## config.mk

```make
export PLATFORM = sky130hd
export DESIGN_NAME = source_lexer_stream
export DESIGN_NICKNAME = d
export VERILOG_FILES = /design/src/hw/rtl/slx_pkg.sv /design/src/hw/rtl/slx_front.sv /design/src/hw/rtl/slx_fifo.sv /design/src/hw/rtl/slx_back.sv /design/src/hw/rtl/source_lexer_stream.sv
export SDC_FILE = /design/constraint.sdc
export NUM_CORES = 2
export LEC_CHECK = 0
export ABC_CLOCK_PERIOD_IN_PS = 17600
export BUFFER_PORTS_ARGS = -buffer_cell sky130_fd_sc_hd__buf_4
export CORE_MARGIN = 3
export CORE_UTILIZATION = 55
export CTS_CLUSTER_SIZE = 8
export DETAILED_ROUTE_END_ITERATION = 7
export GPL_TIMING_DRIVEN = 0
export PLACE_DENSITY_LB_ADDON = 0.25
export SLEW_MARGIN = 5
export SYNTH_ARGS = -nofsm -noshare
export SYNTH_HDL_FRONTEND = slang
export SYNTH_SLANG_ARGS = --single-unit
```

## constraint.sdc

```tcl
create_clock -name clk -period 17.6 [get_ports clk]
set_clock_uncertainty 0.2 [all_clocks]
set_input_delay 0.88 -clock clk [delete_from_list [all_inputs] [get_ports clk]]
set_output_delay 0.88 -clock clk [all_outputs]
set_load 0.05 [all_outputs]
```

## src/hw/rtl/slx_pkg.sv

```systemverilog
// shared types, codes and keyword tables for the source lexer
`default_nettype none
package slx_pkg;

  typedef enum logic [3:0] {
    TK_END     = 4'd0,
    TK_NEWLINE = 4'd1,
    TK_IDENT   = 4'd2,
    TK_KEYWORD = 4'd3,
    TK_INT     = 4'd4,
    TK_FLOAT   = 4'd5,
    TK_STRING  = 4'd6,
    TK_COMMA   = 4'd7,
    TK_COLON   = 4'd8,
    TK_OPEN    = 4'd9,
    TK_CLOSE   = 4'd10,
    TK_ASSIGN  = 4'd11,
    TK_OPER    = 4'd12,
    TK_DIAG    = 4'd13
  } tk_t;

  typedef enum logic [3:0] {
    MD_IDLE   = 4'd0,
    MD_IDENT  = 4'd1,
    MD_NUMBER = 4'd2,
    MD_STRING = 4'd3,
    MD_HASH   = 4'd4,
    MD_LINE   = 4'd5,
    MD_BLOCK  = 4'd6,
    MD_OPER   = 4'd7
  } mode_t;

  typedef enum logic [1:0] {
    PO_EQ   = 2'd0,
    PO_LT   = 2'd1,
    PO_GT   = 2'd2,
    PO_BANG = 2'd3
  } popr_t;

  // operator sub codes
  localparam logic [4:0] OP_ADD = 5'd0;
  localparam logic [4:0] OP_SUB = 5'd1;
  localparam logic [4:0] OP_MUL = 5'd2;
  localparam logic [4:0] OP_DIV = 5'd3;
  localparam logic [4:0] OP_EQ  = 5'd4;
  localparam logic [4:0] OP_NE  = 5'd5;
  localparam logic [4:0] OP_LT  = 5'd6;
  localparam logic [4:0] OP_LE  = 5'd7;
  localparam logic [4:0] OP_GT  = 5'd8;
  localparam logic [4:0] OP_GE  = 5'd9;

  // diagnostic sub codes
  localparam logic [4:0] DG_UNKNOWN  = 5'd0;
  localparam logic [4:0] DG_BANG     = 5'd1;
  localparam logic [4:0] DG_ESCAPE   = 5'd2;
  localparam logic [4:0] DG_BLOCK    = 5'd3;
  localparam logic [4:0] DG_UNCLOSED = 5'd4;

  localparam logic [4:0] CODE_NONE = 5'd0;
  localparam logic [62:0] VALUE_MAX = {63{1'b1}};

  localparam int KW_COUNT = 18;
  localparam int QDEPTH   = 4;
  localparam int QAW      = 2;

  // spellings, first character in the most significant used byte
  localparam logic [47:0] KW_LIT [KW_COUNT] = '{
    48'("extern"), 48'("return"), 48'("end"), 48'("if"), 48'("else"),
    48'("elseif"), 48'("for"), 48'("true"), 48'("false"), 48'("void"),
    48'("bool"), 48'("string"), 48'("i8"), 48'("i16"), 48'("i32"),
    48'("i64"), 48'("f32"), 48'("f64")
  };
  localparam logic [2:0] KW_LEN [KW_COUNT] = '{
    3'd6, 3'd6, 3'd3, 3'd2, 3'd4, 3'd6, 3'd3, 3'd4, 3'd5, 3'd4, 3'd4, 3'd6,
    3'd2, 3'd3, 3'd3, 3'd3, 3'd3, 3'd3
  };

  typedef struct packed {
    tk_t         kind;
    logic [4:0]  code;
    logic [23:0] start;
    logic [23:0] len;
    logic [62:0] ival;
    logic        ovf;
    logic [7:0]  bad;
  } tok_t;

  typedef struct packed {
    logic [1:0] cnt;
    tok_t [2:0] tok;
  } bundle_t;

  typedef struct packed {
    logic       hit;
    logic [4:0] idx;
  } kw_hit_t;

  function automatic tok_t mk_tok(input tk_t kind, input logic [4:0] code,
                                  input logic [23:0] start, input logic [23:0] len,
                                  input logic [62:0] ival, input logic ovf,
                                  input logic [7:0] bad);
    tok_t t;
    t.kind  = kind;
    t.code  = code;
    t.start = start;
    t.len   = len;
    t.ival  = ival;
    t.ovf   = ovf;
    t.bad   = bad;
    return t;
  endfunction

  function automatic logic is_alpha(input logic [7:0] b);
    return (b >= "a" && b <= "z") || (b >= "A" && b <= "Z");
  endfunction

  function automatic logic is_digit(input logic [7:0] b);
    return b >= "0" && b <= "9";
  endfunction

  // buffer holds the first character in its lowest byte
  function automatic kw_hit_t kw_find(input logic [47:0] buf48, input logic [2:0] len);
    kw_hit_t r;
    logic    ok;
    r = '0;
    for (int k = KW_COUNT - 1; k >= 0; k--) begin
      ok = (KW_LEN[k] == len);
      for (int j = 0; j < 6; j++) begin
        if (j < int'(KW_LEN[k])) begin
          if (buf48[8*j +: 8] != KW_LIT[k][8*(int'(KW_LEN[k]) - 1 - j) +: 8]) ok = 1'b0;
        end
      end
      if (ok) begin
        r.hit = 1'b1;
        r.idx = 5'(k);
      end
    end
    return r;
  endfunction

endpackage
`default_nettype wire

```

## src/hw/rtl/slx_front.sv

```systemverilog
// lexer front: takes one byte per transaction and decides the tokens it causes
`default_nettype none
module slx_front import slx_pkg::*; #(
  parameter int POSITION_BITS     = 24,
  parameter int KEYWORD_MAX_CHARS = 6
) (
  input  wire logic       clk,
  input  wire logic       rst,
  input  wire logic       accept,
  input  wire logic [7:0] char_byte,
  input  wire logic       end_of_input,
  output bundle_t         bundle,
  output logic            push
);

  localparam int P  = POSITION_BITS;
  localparam int WB = 8 * KEYWORD_MAX_CHARS;

  mode_t          mode, mode_next;
  logic [P-1:0]   bpos, bpos_next;
  logic [P-1:0]   tstart, tstart_next;
  logic [P-1:0]   tlen, tlen_next;
  logic [WB-1:0]  wbuf, wbuf_next;
  logic           wlong, wlong_next;
  logic [62:0]    acc, acc_next;
  logic           spt, spt_next;
  logic           esc, esc_next;
  popr_t          popr, popr_next;
  logic           vsat, vsat_next;
  logic           bhash, bhash_next;

  tok_t [2:0]     toks;
  logic [1:0]     cnt;
  logic           run_idle;
  logic [66:0]    prod;
  kw_hit_t        kw;
  kw_hit_t        kw_end;
  logic [7:0]     b;
  logic [P-1:0]   p;

  function automatic logic [23:0] clip(input logic [P-1:0] v);
    logic [31:0] v32;
    v32 = 32'(v);
    return (v32 > 32'h00FF_FFFF) ? 24'hFF_FFFF : v32[23:0];
  endfunction

  function automatic logic [P-1:0] inc_sat(input logic [P-1:0] v);
    return (v == {P{1'b1}}) ? v : v + 1'b1;
  endfunction

  assign b = char_byte;
  assign p = bpos;

  always_comb begin
    mode_next   = mode;
    bpos_next   = bpos;
    tstart_next = tstart;
    tlen_next   = tlen;
    wbuf_next   = wbuf;
    wlong_next  = wlong;
    acc_next    = acc;
    spt_next    = spt;
    esc_next    = esc;
    popr_next   = popr;
    vsat_next   = vsat;
    bhash_next  = bhash;
    toks        = '0;
    cnt         = 2'd0;
    run_idle    = 1'b0;
    kw_end      = '0;
    prod        = (67'(acc) << 3) + (67'(acc) << 1) + 67'(b - 8'h30);
    kw          = kw_find(wbuf[47:0], tlen[2:0]);

    case (mode)
      MD_IDENT: begin
        if (is_alpha(b) || is_digit(b) || b == "_") begin
          if (tlen < P'(KEYWORD_MAX_CHARS)) wbuf_next = wbuf | (WB'(b) << {tlen, 3'b000});
          else wlong_next = 1'b1;
          tlen_next = inc_sat(tlen);
        end else begin
          if (!wlong && 32'(tlen) <= 32'd6 && kw.hit)
            toks[cnt] = mk_tok(TK_KEYWORD, kw.idx, clip(tstart), clip(tlen), '0, 1'b0, '0);
          else
            toks[cnt] = mk_tok(TK_IDENT, CODE_NONE, clip(tstart), clip(tlen), '0, 1'b0, '0);
          cnt = cnt + 2'd1;
          run_idle = 1'b1;
        end
      end
      MD_NUMBER: begin
        if (is_digit(b) || b == ".") begin
          tlen_next = inc_sat(tlen);
          if (b == ".") begin
            spt_next = 1'b1;
          end else if (!spt) begin
            if (prod[66:63] != 4'd0) begin
              acc_next  = VALUE_MAX;
              vsat_next = 1'b1;
            end else begin
              acc_next = prod[62:0];
            end
          end
        end else begin
          if (spt)
            toks[cnt] = mk_tok(TK_FLOAT, CODE_NONE, clip(tstart), clip(tlen), '0, 1'b0, '0);
          else
            toks[cnt] = mk_tok(TK_INT, CODE_NONE, clip(tstart), clip(tlen), acc, vsat, '0);
          cnt = cnt + 2'd1;
          run_idle = 1'b1;
        end
      end
      MD_STRING: begin
        tlen_next = inc_sat(tlen);
        if (esc) begin
          esc_next = 1'b0;
          if (b != "n" && b != "t" && b != "\\" && b != "\"") begin
            toks[cnt] = mk_tok(TK_DIAG, DG_ESCAPE, clip((p != '0) ? p - 1'b1 : p), 24'd2,
                               '0, 1'b0, b);
            cnt = cnt + 2'd1;
          end
        end else if (b == "\\") begin
          esc_next = 1'b1;
        end else if (b == "\"") begin
          toks[cnt] = mk_tok(TK_STRING, CODE_NONE, clip(tstart), clip(tlen_next), '0, 1'b0, '0);
          cnt = cnt + 2'd1;
          mode_next = MD_IDLE;
        end
      end
      MD_HASH: begin
        if (b == "#") begin
          mode_next  = MD_BLOCK;
          bhash_next = 1'b1;
        end else if (b == "\n") begin
          run_idle = 1'b1;
        end else begin
          mode_next = MD_LINE;
        end
      end
      MD_LINE: begin
        if (b == "\n") run_idle = 1'b1;
      end
      MD_BLOCK: begin
        if (b == "#" && bhash) mode_next = MD_IDLE;
        else bhash_next = (b == "#");
      end
      MD_OPER: begin
        if (b == "=") begin
          case (popr)
            PO_EQ:   toks[cnt] = mk_tok(TK_OPER, OP_EQ, clip(tstart), 24'd2, '0, 1'b0, '0);
            PO_LT:   toks[cnt] = mk_tok(TK_OPER, OP_LE, clip(tstart), 24'd2, '0, 1'b0, '0);
            PO_GT:   toks[cnt] = mk_tok(TK_OPER, OP_GE, clip(tstart), 24'd2, '0, 1'b0, '0);
            default: toks[cnt] = mk_tok(TK_OPER, OP_NE, clip(tstart), 24'd2, '0, 1'b0, '0);
          endcase
          cnt = cnt + 2'd1;
          mode_next = MD_IDLE;
        end else begin
          case (popr)
            PO_EQ:   toks[cnt] = mk_tok(TK_ASSIGN, CODE_NONE, clip(tstart), 24'd1, '0, 1'b0, '0);
            PO_LT:   toks[cnt] = mk_tok(TK_OPER, OP_LT, clip(tstart), 24'd1, '0, 1'b0, '0);
            PO_GT:   toks[cnt] = mk_tok(TK_OPER, OP_GT, clip(tstart), 24'd1, '0, 1'b0, '0);
            default: toks[cnt] = mk_tok(TK_DIAG, DG_BANG, clip(tstart), 24'd1, '0, 1'b0, "!");
          endcase
          cnt = cnt + 2'd1;
          run_idle = 1'b1;
        end
      end
      default: run_idle = 1'b1;
    endcase

    if (run_idle) begin
      mode_next = MD_IDLE;
      if (b == "\n") begin
        toks[cnt] = mk_tok(TK_NEWLINE, CODE_NONE, clip(p), 24'd1, '0, 1'b0, '0);
        cnt = cnt + 2'd1;
      end else if (b == 8'd32 || b == 8'd9 || b == 8'd11 || b == 8'd12 || b == 8'd13) begin
        mode_next = MD_IDLE;
      end else if (is_alpha(b)) begin
        mode_next   = MD_IDENT;
        tstart_next = p;
        tlen_next   = P'(1);
        wbuf_next   = WB'(b);
        wlong_next  = 1'b0;
      end else if (is_digit(b)) begin
        mode_next   = MD_NUMBER;
        tstart_next = p;
        tlen_next   = P'(1);
        acc_next    = 63'(b - 8'h30);
        spt_next    = 1'b0;
        vsat_next   = 1'b0;
      end else if (b == "\"") begin
        mode_next   = MD_STRING;
        tstart_next = p;
        tlen_next   = P'(1);
        esc_next    = 1'b0;
      end else if (b == "#") begin
        mode_next   = MD_HASH;
        tstart_next = p;
        tlen_next   = P'(1);
      end else if (b == "=" || b == "<" || b == ">" || b == "!") begin
        mode_next   = MD_OPER;
        tstart_next = p;
        tlen_next   = P'(1);
        popr_next   = (b == "=") ? PO_EQ : (b == "<") ? PO_LT : (b == ">") ? PO_GT : PO_BANG;
      end else begin
        case (b)
          ",":     toks[cnt] = mk_tok(TK_COMMA, CODE_NONE, clip(p), 24'd1, '0, 1'b0, '0);
          ":":     toks[cnt] = mk_tok(TK_COLON, CODE_NONE, clip(p), 24'd1, '0, 1'b0, '0);
          "(":     toks[cnt] = mk_tok(TK_OPEN, CODE_NONE, clip(p), 24'd1, '0, 1'b0, '0);
          ")":     toks[cnt] = mk_tok(TK_CLOSE, CODE_NONE, clip(p), 24'd1, '0, 1'b0, '0);
          "+":     toks[cnt] = mk_tok(TK_OPER, OP_ADD, clip(p), 24'd1, '0, 1'b0, '0);
          "-":     toks[cnt] = mk_tok(TK_OPER, OP_SUB, clip(p), 24'd1, '0, 1'b0, '0);
          "*":     toks[cnt] = mk_tok(TK_OPER, OP_MUL, clip(p), 24'd1, '0, 1'b0, '0);
          "/":     toks[cnt] = mk_tok(TK_OPER, OP_DIV, clip(p), 24'd1, '0, 1'b0, '0);
          default: toks[cnt] = mk_tok(TK_DIAG, DG_UNKNOWN, clip(p), 24'd1, '0, 1'b0, b);
        endcase
        cnt = cnt + 2'd1;
      end
    end

    bpos_next = inc_sat(bpos);

    if (end_of_input) begin
      // close whatever token is still open, then the end marker
      case (mode_next)
        MD_IDENT: begin
          kw_end = kw_find(wbuf_next[47:0], tlen_next[2:0]);
          if (!wlong_next && 32'(tlen_next) <= 32'd6 && kw_end.hit)
            toks[cnt] = mk_tok(TK_KEYWORD, kw_end.idx,
                               clip(tstart_next), clip(tlen_next), '0, 1'b0, '0);
          else
            toks[cnt] = mk_tok(TK_IDENT, CODE_NONE, clip(tstart_next), clip(tlen_next),
                               '0, 1'b0, '0);
          cnt = cnt + 2'd1;
        end
        MD_NUMBER: begin
          if (spt_next)
            toks[cnt] = mk_tok(TK_FLOAT, CODE_NONE, clip(tstart_next), clip(tlen_next),
                               '0, 1'b0, '0);
          else
            toks[cnt] = mk_tok(TK_INT, CODE_NONE, clip(tstart_next), clip(tlen_next),
                               acc_next, vsat_next, '0);
          cnt = cnt + 2'd1;
        end
        MD_STRING: begin
          toks[cnt] = mk_tok(TK_DIAG, DG_UNCLOSED, clip(tstart_next), clip(tlen_next),
                             '0, 1'b0, "\"");
          cnt = cnt + 2'd1;
        end
        MD_BLOCK: begin
          toks[cnt] = mk_tok(TK_DIAG, DG_BLOCK, clip(tstart_next), 24'd2, '0, 1'b0, "#");
          cnt = cnt + 2'd1;
        end
        MD_OPER: begin
          case (popr_next)
            PO_EQ:   toks[cnt] = mk_tok(TK_ASSIGN, CODE_NONE, clip(tstart_next), 24'd1,
                                        '0, 1'b0, '0);
            PO_LT:   toks[cnt] = mk_tok(TK_OPER, OP_LT, clip(tstart_next), 24'd1, '0, 1'b0, '0);
            PO_GT:   toks[cnt] = mk_tok(TK_OPER, OP_GT, clip(tstart_next), 24'd1, '0, 1'b0, '0);
            default: toks[cnt] = mk_tok(TK_DIAG, DG_BANG, clip(tstart_next), 24'd1, '0, 1'b0, "!");
          endcase
          cnt = cnt + 2'd1;
        end
        default: cnt = cnt;
      endcase
      toks[cnt] = mk_tok(TK_END, CODE_NONE, clip(bpos_next), 24'd0, '0, 1'b0, '0);
      cnt = cnt + 2'd1;
      mode_next   = MD_IDLE;
      bpos_next   = '0;
      tstart_next = '0;
      tlen_next   = '0;
      wbuf_next   = '0;
      wlong_next  = 1'b0;
      acc_next    = '0;
      spt_next    = 1'b0;
      esc_next    = 1'b0;
      popr_next   = PO_EQ;
      vsat_next   = 1'b0;
      bhash_next  = 1'b0;
    end
  end

  assign bundle.cnt = cnt;
  assign bundle.tok = toks;
  assign push       = accept && (cnt != 2'd0);

  always_ff @(posedge clk) begin
    if (rst) begin
      mode   <= MD_IDLE;
      bpos   <= '0;
      tstart <= '0;
      tlen   <= '0;
      wbuf   <= '0;
      wlong  <= 1'b0;
      acc    <= '0;
      spt    <= 1'b0;
      esc    <= 1'b0;
      popr   <= PO_EQ;
      vsat   <= 1'b0;
      bhash  <= 1'b0;
    end else if (accept) begin
      mode   <= mode_next;
      bpos   <= bpos_next;
      tstart <= tstart_next;
      tlen   <= tlen_next;
      wbuf   <= wbuf_next;
      wlong  <= wlong_next;
      acc    <= acc_next;
      spt    <= spt_next;
      esc    <= esc_next;
      popr   <= popr_next;
      vsat   <= vsat_next;
      bhash  <= bhash_next;
    end
  end

endmodule
`default_nettype wire

```

## src/hw/rtl/slx_fifo.sv

```systemverilog
// short queue of token bundles between lexer front and token output
`default_nettype none
module slx_fifo import slx_pkg::*; (
  input  wire logic    clk,
  input  wire logic    rst,
  input  wire logic    push,
  input  wire bundle_t wdata,
  input  wire logic    pop,
  output bundle_t      rdata,
  output logic         full,
  output logic         empty
);

  bundle_t        mem [QDEPTH];
  logic [QAW-1:0] wptr, rptr;
  logic [QAW:0]   fill;

  assign full  = (fill == (QAW+1)'(QDEPTH));
  assign empty = (fill == '0);
  assign rdata = mem[rptr];

  always_ff @(posedge clk) begin
    if (push) mem[wptr] <= wdata;
  end

  always_ff @(posedge clk) begin
    if (rst) begin
      wptr <= '0;
      rptr <= '0;
      fill <= '0;
    end else begin
      if (push) wptr <= wptr + 1'b1;
      if (pop) rptr <= rptr + 1'b1;
      fill <= fill + (QAW+1)'(push) - (QAW+1)'(pop);
    end
  end

endmodule
`default_nettype wire

```

## src/hw/rtl/slx_back.sv

```systemverilog
// token output: walks the head bundle one token per transaction
`default_nettype none
module slx_back import slx_pkg::*; (
  input  wire logic    clk,
  input  wire logic    rst,
  input  wire bundle_t head,
  input  wire logic    empty,
  input  wire logic    out_stall,
  output logic         out_valid,
  output tok_t         tok,
  output logic         last,
  output logic         pop
);

  logic [1:0] idx;

  assign out_valid = !empty;
  assign tok       = head.tok[idx];
  assign last      = (idx == head.cnt - 2'd1);
  assign pop       = out_valid && !out_stall && last;

  always_ff @(posedge clk) begin
    if (rst) begin
      idx <= 2'd0;
    end else if (out_valid && !out_stall) begin
      idx <= last ? 2'd0 : idx + 2'd1;
    end
  end

endmodule
`default_nettype wire

```

## src/hw/rtl/source_lexer_stream.sv

```systemverilog
// top level of the streaming source lexer
// a byte's tokens are registered into the bundle queue, then offered from its head
// throughput: one byte per cycle while the token queue has room; tokens leave one per
//   cycle while the receiver does not stall, so a byte causing n tokens holds the output until all n have left
// the four-entry bundle queue between front and output sets how far input runs ahead
// reset: synchronous, clears lexer state and empties the queue
`default_nettype none
module source_lexer_stream import slx_pkg::*; #(
  parameter int POSITION_BITS     = 24,
  parameter int KEYWORD_MAX_CHARS = 6
) (
  input  wire logic        clk,
  input  wire logic        rst,
  input  wire logic        in_valid,
  output logic             in_stall,
  input  wire logic [7:0]  char_byte,
  input  wire logic        end_of_input,
  output logic             out_valid,
  input  wire logic        out_stall,
  output logic [3:0]       token_kind,
  output logic [4:0]       sub_code,
  output logic [23:0]      start_pos,
  output logic [23:0]      token_len,
  output logic [62:0]      int_value,
  output logic             value_overflow,
  output logic [7:0]       bad_byte,
  output logic             last_of_run
);

  bundle_t fbundle, head;
  logic    push, pop, full, empty, accept;
  tok_t    tok;

  assign in_stall = full;
  assign accept   = in_valid && !full;

  slx_front #(
    .POSITION_BITS(POSITION_BITS),
    .KEYWORD_MAX_CHARS(KEYWORD_MAX_CHARS)
  ) u_front (
    .clk(clk), .rst(rst), .accept(accept), .char_byte(char_byte),
    .end_of_input(end_of_input), .bundle(fbundle), .push(push)
  );

  slx_fifo u_fifo (
    .clk(clk), .rst(rst), .push(push), .wdata(fbundle), .pop(pop),
    .rdata(head), .full(full), .empty(empty)
  );

  slx_back u_back (
    .clk(clk), .rst(rst), .head(head), .empty(empty), .out_stall(out_stall),
    .out_valid(out_valid), .tok(tok), .last(last_of_run), .pop(pop)
  );

  assign token_kind     = tok.kind;
  assign sub_code       = tok.code;
  assign start_pos      = tok.start;
  assign token_len      = tok.len;
  assign int_value      = tok.ival;
  assign value_overflow = tok.ovf;
  assign bad_byte       = tok.bad;

  a_no_push_full: assert property (@(posedge clk) disable iff (rst) !(push && full))
    else $error("bundle pushed into full queue");
  a_end_last: assert property (@(posedge clk) disable iff (rst)
    (out_valid && token_kind == TK_END) |-> (last_of_run && token_len == 24'd0))
    else $error("end token not last or nonzero length");
  a_ival_int: assert property (@(posedge clk) disable iff (rst)
    (out_valid && token_kind != TK_INT) |-> (int_value == '0 && !value_overflow))
    else $error("value on non-integer token");

endmodule
`default_nettype wire

```

==> flow_metrics.env <==
export IMPL_status="finished with violations"
export IMPL_violations="capacitance limit"
export IMPL_fin_util=0.636
export IMPL_synthTopCellsByCount="edfxtp_1 (1,536), nor2_1 (627), nand2_1 (516)"
export IMPL_cp_arrival_ns=11.49
export IMPL_synth_area_leaders="edfxtp_1 (56%), mux4_2 (10%), dfxtp_1 (4.9%), nor2_1 (2.8%), nand2_1 (2.3%)"
export IMPL_hold_path_class="flop to flop"
export IMPL_synth_fp_nets=6368
export IMPL_antenna_found_initial=13
export IMPL_netSwitchingFraction=0.306
export IMPL_p_seq_frac=0.416
export IMPL_cpMostUsedCell="ha_1"
export IMPL_leakage_uw=0.0309
export IMPL_yosysMostFrequentCell="edfxtp_1"
export IMPL_top_layer="met5"
export IMPL_grt_pass1_wl_um=394000
export IMPL_cts_tree="done"
export IMPL_fin_area_mm2=0.0947
export IMPL_overflow=0
export IMPL_ys_seq_elements=1741
export IMPL_fillers=11000
export IMPL_maxSlewViolCount=0
export IMPL_viasPerCell=6.65
export IMPL_ant_nets=0
export IMPL_p_clk_frac=0.355
export IMPL_first_iter_violations=7345
export IMPL_yosys_warnings=0
export IMPL_grt_max_degree=57
export IMPL_fin_tns_setup_ns=0
export IMPL_ys_flop_type="edfxtp_1"
export IMPL_cts_hold_buf=0
export IMPL_ios=145
export IMPL_rsz0062_at_grt="no"
export IMPL_multi_input_area_mm2=0.0308
export IMPL_tightest_slew_ns=1.45
export IMPL_max_clock_freq_mhz=89.3
export IMPL_gp_congestion=1.04
export IMPL_area_growth_pct=14.1
export IMPL_fp_dieH_um=394
export IMPL_place_hpwl_um=190000
export IMPL_cp_slowest_cell="clkbuf_1"
export IMPL_hold_violations=0
export IMPL_post_cts_buffers=0
export IMPL_clockBufferDepth=3
export IMPL_cp_num_buf_inv=8
export IMPL_portBuffers=144
export IMPL_crit_type="primary input to flop"
export IMPL_setup_viol=0
export IMPL_nNetsFinal=6792
export IMPL_wl_met2_um=130000
export IMPL_row_count=141
export IMPL_cts_buffers=237
export IMPL_first_global_vias=57900
export IMPL_route_detailed_drc=0
export IMPL_synth_seq_area_share=0.605
export IMPL_end_kind="flop"
export IMPL_start_util=0.558
export IMPL_cp_start_kind="primary input"
export IMPL_placed_cell_area_mm2=0.0877
export IMPL_cts_root_buf="clkbuf_16"
export IMPL_clk_pin_slew_worst_paths_ns=0.05
export IMPL_combPwrFrac=0.229
export IMPL_die_x_um=394
export IMPL_intPower_uw=8270
export IMPL_met1Wirelength_um=102000
export IMPL_fin_crit_ns=11.20
export IMPL_vias=58700
export IMPL_synth_edf_count=1536
export IMPL_cts_max_level=4
export IMPL_register_area_mm2=0.0502
export IMPL_cp_required_ns=17.89
export IMPL_ir_worst_vdd_mv=0.173
export IMPL_cts_resized=0
export IMPL_routed_wirelength_um=271000
export IMPL_synth_cell_area_mm2=0.0830
export IMPL_cts_sinks=1741
export IMPL_die_area_mm2=0.156
export IMPL_yosys_area_top_type="edfxtp_1"
export IMPL_synth_top_area_share=0.556
export IMPL_power_density_mw_per_mm2=126
export IMPL_grt_total_usage=0.344
export IMPL_clk_insertion_delay_late_ns=0.84
export IMPL_layout_drive_gt1_share=0.143
export IMPL_drt_pre_antenna_iters=7
export IMPL_synth_cells=6193
export IMPL_syn_avg_cell_area_um2=13.4
export IMPL_synth_async_sr_flop_share=0
export IMPL_met3_length_um=23700
export IMPL_wl_per_cell_um=30.7
export IMPL_maxCapViolCount=1
export IMPL_path_delay_family="buffers and inverters"
export IMPL_crit_fanout=10
export IMPL_core_mm2=0.149
export IMPL_relSlewSlack=0.00743
export IMPL_min_period_over_period=0.636
export IMPL_cp_slowest_stage_delay_ns=1.08
export IMPL_synth_cell_types=118
export IMPL_p_sw_uw=3650
==> worst reg2reg max path, delay by kind of cell, from the launching register on <==
family                   cells  cell delay (ns)
flip-flops                   1             0.59
AO/OA/AOI/OAI                5             1.52
adder cells (fa/ha/maj)      3             0.88
AND/OR/NAND/NOR              7             3.54
buffers and inverters        5             2.79
==> layout make-up <==
cell class / count / share of cell area
clock inverters: 18 / 0.00336
flip-flops and latches: 1741 / 0.531
inverters: 95 / 0.00379
repair buffers: 185 / 0.0226
well taps: 2002 / 0.0265
plain buffers: 429 / 0.0180
clock buffers: 415 / 0.0700
diodes: 9 / 0.000238
multi-input cells: 3928 / 0.325
==> power groups by stage <==
stage | clock network, uW | logic (uW) | registers, uW
after global placement | 0 | 2620 | 5310
after CTS | 4270 | 2740 | 4960
final | 4240 | 2730 | 4960
after floorplan | 0 | 1760 | 5160
after detailed placement | 0 | 2720 | 5030
after global routing | 4460 | 2860 | 4980
==> state kept, by name, summed over array words and instances (netlist names), 2 cells and up, named ones only <==
| register | flops |
|---|---|
| u_back.idx | 2 |
| u_fifo.fill | 3 |
| u_fifo.mem | 1536 |
| u_fifo.rptr | 2 |
| u_fifo.wptr | 2 |
| u_front.acc | 63 |
| u_front.bpos | 24 |
| u_front.mode | 4 |
| u_front.popr | 2 |
| u_front.tlen | 24 |
| u_front.tstart | 24 |
| u_front.wbuf | 48 |
==> kinds of logic after synthesis <==
logic type	synth area share
simple gates	0.104
flops	0.605
compound gates	0.0974
mux	0.125
buf+inv	0.0246
fa+ha+maj	0.0301
xor+xnor	0.0136
==> cells in the final DEF, fill, tap and decap left out, types with 117 or more instances in the layout <==
cell and n:
edfxtp_1 1536, nor2_1 627, nand2_1 516, clkbuf_1 487
mux4_2 384, o21ai_0 353, a21oi_1 276, clkbuf_16 237
dfxtp_1 205, buf_4 146, mux2i_1 144, nor3_1 125
a22oi_1 117
==> layer usage <==
layer / vias to the layer above / GRT usage
met1: 29700 / 0.448
li1: 25000 / -
met4: 4 / 0.168
met3: 700 / 0.0708
met5: - / 0
met2: 3305 / 0.555
==> final timing paths <==
check	slack, ns	end	cells after the start	startpoint
setup / recovery	6.40	u_fifo.mem[2][22]	25	char_byte[5]
hold / removal	0.28	u_front.wbuf[47]	1	u_front.wbuf[47]
setup reg to reg	7.74	u_fifo.mem[2][22]	20	u_front.mode[3]
hold reg to reg	0.28	u_front.wbuf[47]	1	u_front.wbuf[47]
==> stage by stage <==
stage,hold slack [ns],setup slack (ns),cells,power [uW]
5_1_grt,0.301,6.51,8813,12300
2_1_floorplan,0.240,2.65,6193,6920
6_report,0.283,6.40,8822,11900
4_1_cts,0.269,7.21,8813,12000
3_5_place_dp,0.264,6.35,8380,7750
3_3_place_gp,0.262,-6.98,8339,7920
(Power assumes the default switching activity.)
